## src/sv/pli_pkg.sv

```systemverilog
// Package for the positional list: command and status codes, and the control
// word that the list controller broadcasts to every storage cell.
// Depends on nothing; used by pli_cell and positional_list_insert_delete_search.
`timescale 1ns / 1ps

package pli_pkg;

	// Width of one stored entry and of the position field.
	localparam int ENTRY_W = 32;
	localparam int POS_W   = 7;

	// Command codes carried on the slave-side tuser.
	typedef enum logic [2:0] {
		CMD_CLEAR  = 3'd0,
		CMD_APPEND = 3'd1,
		CMD_DUMP   = 3'd2,
		CMD_INSERT = 3'd3,
		CMD_DELETE = 3'd4,
		CMD_SEARCH = 3'd5
	} cmd_t;

	// Result status codes.
	typedef enum logic [1:0] {
		ST_OK    = 2'd0,
		ST_RANGE = 2'd1,
		ST_FULL  = 2'd2,
		ST_MISS  = 2'd3
	} status_t;

	// What each cell does in a cycle.
	typedef enum logic [2:0] {
		CELL_HOLD   = 3'd0,
		CELL_LOAD   = 3'd1,
		CELL_INSERT = 3'd2,
		CELL_DELETE = 3'd3,
		CELL_ROTATE = 3'd4,
		CELL_SEARCH = 3'd5
	} cell_op_t;

	// Control word shared by the whole row of cells.
	// pos is the insert or delete position, the append slot, the rotation end
	// or the number of valid entries for a search, depending on op.
	typedef struct packed {
		cell_op_t             op;
		logic [POS_W-1:0]     pos;
		logic [ENTRY_W-1:0]   value;
	} cell_ctl_t;

endpackage

```

## src/sv/pli_cell.sv

```systemverilog
// One storage cell of the positional list: holds a single entry and moves it
// to or from its neighbours as the broadcast control word says.
// Depends on pli_pkg.
`timescale 1ns / 1ps

module pli_cell #(
	parameter int IDX = 0
) (
	input  logic                       clk,
	input  pli_pkg::cell_ctl_t         ctl,
	input  logic [pli_pkg::ENTRY_W-1:0] left,
	input  logic [pli_pkg::ENTRY_W-1:0] right,
	output logic [pli_pkg::ENTRY_W-1:0] data,
	output logic                       match
);
	import pli_pkg::*;

	localparam logic [POS_W-1:0] MY_POS = POS_W'(IDX);

	logic [ENTRY_W-1:0] data_q;
	logic               match_q;

	// Entry update: the cell's own place against the broadcast position decides
	// whether it loads the new value, takes a neighbour's entry or holds.
	always_ff @(posedge clk) begin
		unique case (ctl.op)
			CELL_LOAD: begin
				if (MY_POS == ctl.pos) begin
					data_q <= ctl.value;
				end
			end
			CELL_INSERT: begin
				if (MY_POS > ctl.pos) begin
					data_q <= left;
				end else if (MY_POS == ctl.pos) begin
					data_q <= ctl.value;
				end
			end
			CELL_DELETE: begin
				if (MY_POS >= ctl.pos) begin
					data_q <= right;
				end
			end
			CELL_ROTATE: begin
				if (MY_POS == ctl.pos) begin
					data_q <= ctl.value;
				end else if (MY_POS < ctl.pos) begin
					data_q <= right;
				end
			end
			default: begin
			end
		endcase
	end

	// Key compare, only counted for cells that hold a valid entry.
	always_ff @(posedge clk) begin
		if (ctl.op == CELL_SEARCH) begin
			match_q <= (data_q == ctl.value) && (MY_POS < ctl.pos);
		end
	end

	assign data  = data_q;
	assign match = match_q;

endmodule

```

## config.mk

```make
export PLATFORM = sky130hd
export DESIGN_NAME = pli_cell
export DESIGN_NICKNAME = d
export VERILOG_FILES = /design/src/sv/pli_pkg.sv /design/src/sv/pli_cell.sv
export SDC_FILE = /design/constraint.sdc
export NUM_CORES = 1
export LEC_CHECK = 0
export ABC_CLOCK_PERIOD_IN_PS = 4000
export BUFFER_PORTS_ARGS = -buffer_cell sky130_fd_sc_hd__buf_2
export CORE_UTILIZATION = 42
export CTS_BUF_LIST = sky130_fd_sc_hd__clkbuf_16
export CTS_CLUSTER_SIZE = 16
export DETAILED_ROUTE_END_ITERATION = 7
export GPL_ROUTABILITY_DRIVEN = 1
export GPL_TIMING_DRIVEN = 0
export PLACE_DENSITY = 0.82
export SYNTH_ARGS = -nofsm -noshare
export SYNTH_HDL_FRONTEND = slang
export SYNTH_SLANG_ARGS = --single-unit
```

## constraint.sdc

```tcl
create_clock -name clk -period 4 [get_ports clk]
set_clock_uncertainty 0.2 [all_clocks]
set_input_delay 0.6 -clock clk [delete_from_list [all_inputs] [get_ports clk]]
set_output_delay 0.6 -clock clk [all_outputs]
set_load 0.005 [all_outputs]
```

* Word level (Yosys, flattened, before mapping)
Cells that the tools add are included.
Cells by class: magnitude comparators 3, equality and inequality tests 8, mux-type cells 6, reduce and logical (&&, ||, !) cells 4
Operators by type and width (number):
- $mux 32 | 5
- $pmux 32 s4 | 1
- $eq 32x32->1 | 1
- $ge 1x7->1 const A | 1
- $gt 1x7->1 const A | 1
- $logic_not 7->1 | 1
- $lt 1x7->1 const A | 1
- $eq 3x2->1 const B | 2
- $eq 3x3->1 const B | 2
- $reduce_bool 4->1 | 1
- $eq 3x1->1 const B | 1
- $ne 3x3->1 const B | 1
- $reduce_and 3->1 | 1
- $ne 2x2->1 const B | 1
- $logic_and 1x1->1 | 1
Word-level totals: register bits 33, bits of input ports 107, output and inout bits 33

* Logic depth before layout (Yosys ltp)
depth in word-level cells 4, mapped depth 5, mapped depth without buffers 4

* Least setup slack after synthesis
No wires, ideal clock.
kind input port to flip-flop, start input ctl[39] in the netlist's numbering, end register data_q[0], in the netlist data[0], enable pin, library setup time 0.441 ns, arrival 2.691 ns, required time 3.359 ns, setup slack 0.668 ns, stages on the path 3, buffers on the path 0, cells stage by stage nor3b_1 -> nor2_1 -> a31oi_1
On the way: longest elaborated chain between the ends 3
Ends and longest elaborated chain:
- start: declaration | line pli_cell.sv:10 | input pli_pkg::cell_ctl_t ctl,
- $eq 3x3->1, or another cell as far along | line pli_cell.sv:26 | unique case (ctl.op)
- $ne 3x3->1 (no source line), or another cell as far along
- $reduce_and 3->1 (no source line) (*)
- end signal: assignment | line pli_cell.sv:29 | data_q <= ctl.value;
- end signal: assignment | line pli_cell.sv:34 | data_q <= left;
- end signal: assignment | line pli_cell.sv:36 | data_q <= ctl.value;
- end: declaration | line pli_cell.sv:20 | logic [ENTRY_W-1:0] data_q;
Every way passes the cells marked *; elsewhere a longest branch is shown, timed or not. A chain may end at the register's enable or synchronous reset.

* Worst setup path in the final report
start input ctl[39] in the netlist's numbering, end register data_q[23], in the netlist data[23], enable pin
The elaborated chain is that of the path after synthesis.

==> results_dict.tcl <==
set metrics [dict create \
    coreArea_sq_mm 0.00475 \
    overflow 0 \
    yosysMostFrequentCell "nor2_1" \
    rsz0062_at_grt "no" \
    fmax_mhz 421 \
    grt_pass1_vias 1929 \
    cts_sinks 33 \
    synth_edf_count 33 \
    start_util_pct 43.8 \
    synthFlopType "edfxtp_1" \
    ys_top_cells_by_area "edfxtp_1 (48%), a221o_1 (14%), xor2_1 (12%)" \
    h-tree-depth 2 \
    ant_nets 0 \
    syn_area_per_cell_sq_um 10.5 \
    area_growth_pct 38.3 \
    dieArea_sq_mm 0.00524 \
    grtUsageTotal_pct 23.3 \
    cp-start-kind "input pin" \
    hold_path.class "input pin to flip-flop" \
    postCtsSetupRepairBufs 0 \
    cts_buffers 5 \
    cp_data_required_time_ns 3.78 \
    power_density_mw_per_mm2 352 \
    synth.top_cells.by_count "nor2_1 (35), edfxtp_1 (33), inv_1 (33)" \
    cp_max_fo 17 \
    grt_pass1_wl_mm 9.15 \
    nFillCells 431 \
    async_flop_share_pct 0 \
    cts_max_path_buffers 2 \
    regArea_sq_um 991 \
    ios 140 \
    ir_worst_vdd_mv 0.201 \
    vias 1971 \
    status "finished clean" \
    rows 25 \
    synth_top_area_share_pct 47.6 \
    fin_crit_ns 2.38 \
    antennaDiodeCount 0 \
    final.setup.tns_ns 0 \
    tightest_slew_ns 0.676 \
    multiInputGateArea_sq_um 921 \
    wire_per_inst_um 15.6 \
    grt_max_degree 18 \
    p_leak_nw 1.39 \
    cts_tree "built" \
    clk_pin_slew_ns 0.05 \
    nNetsFinal 420 \
    vias_per_cell 5.17 \
    syn_area_sq_mm 0.00208 \
    setup_viol 0 \
    drive_above_1_share_pct 40.8 \
    cts_resized 0 \
    drt_wl_total_mm 5.94 \
    antenna_found_initial 0 \
    hold_viol 0 \
    max_slew_margin_pct 54.9 \
    synthCells 198 \
    postLayoutCellArea_sq_mm 0.00288 \
    cap_violations 0 \
    critPathKind "input pin to flip-flop" \
    yosysSeqAreaShare_pct 47.6 \
    ctsHoldBuffers 0 \
    r2r_slack_ns 2.19 \
    synth_cell_types 27 \
    end_kind "flip-flop" \
    cp_data_arrival_time_ns 2.16 \
    port_buffers 107 \
    drt_iter0_drc 111 \
    placed_cell_area_sq_mm 0.00274 \
    yosysTopAreaCell "edfxtp_1" \
    die_x_um 72.4 \
    yosysWarnings 0 \
    clock-root-buffer "clkbuf_16" \
    synth_seq_cells 33 \
    die_height_um 72.4 \
    syn_nets 305 \
    first_pass_iters 4 \
    drc 0 \
    insertion_delay_ns 0.27 \
    post-route-period-util_pct 59.4 \
    hpwl_mm 4.43 \
    drv_slew 0 \
    place.gp.congestion 0.782 \
]
-- per-layer routing --
metal	GRT usage [%]	routed length [um]	vias up
li1	-	-	945
met1	28.4	2570	931
met2	41.4	2950	83
met3	5.14	334	12
met4	6.54	87	0
met5	0	0	-
-- registers in the layout (all words and copies together), names as in the netlist --
register	cells
data	32
match	1
-- path summary, 6_finish.rpt --
check                  end  depth (start not counted)       from
hold / removal    data[27]                          2  right[27]
setup reg to reg     match                          4   data[20]
setup / recovery  data[23]                          5    ctl[39]
hold reg to reg    data[8]                          1    data[8]
-- worst max-delay path, cell delays in order --
cell and delay [ns]:
buf_2 0.14, nor3b_1 0.44, nor2_1 0.15, a31oi_4 0.58
buf_16 0.23
-- report_power, final --
group	switching (mW)	internal [mW]	leakage, nW	total (mW)
registers	0.0267	0.425	0.316	0.451
clock network	0.130	0.223	0.0776	0.353
logic	0.101	0.110	0.995	0.211
total	0.258	0.757	1.39	1.01
-- logic make-up after synthesis --
family,after synthesis,synth area share [%]
buffers and inverters,42,8.89
xor gates and xnor gates,32,13.5
and+or+nand+nor,55,13.3
DFF,33,47.6
AOI/OAI and AO/OA,36,16.7
-- cell type report --
| class | count | share of cell area [%] |
|---|---|---|
| flip-flops and latches | 33 | 34.4 |
| multi-input cells | 123 | 32.0 |
| repair buffers | 108 | 19.5 |
| clock buffers | 5 | 4.34 |
| inverters | 33 | 4.30 |
| well taps | 67 | 2.91 |
| plain buffers | 9 | 2.13 |
| clock inverters | 3 | 0.391 |
-- placed cells by master (no fill, tap or decap), types with 2 or more instances in the layout --
cell	Yosys	final
xnor2_1	4	4
nor2_1	35	35
xor2_1	28	28
buf_2	4	111
clkbuf_16	0	5
edfxtp_1	33	33
buf_6	3	3
a221o_1	30	30
nand4_1	2	2
nor4_1	8	8
inv_1	33	36
clkbuf_1	2	2
-- through the flow --
stage | std cells | worst slack (ns) | utilization [%] | power [mW] | hold WS (ns)
after detailed placement | 373 | 1.36 | 57.7 | 0.668 | 0.413
after global routing | 381 | 1.51 | 60.6 | 1.06 | 0.428
after CTS | 381 | 1.64 | 60.6 | 1.02 | 0.420
after global placement | 372 | -0.318 | 56.8 | 0.656 | 0.410
final | 381 | 1.62 | 60.6 | 1.01 | 0.421
after floorplan | 198 | 0.668 | - | 0.558 | 0.417
(Power assumes the default switching activity.)
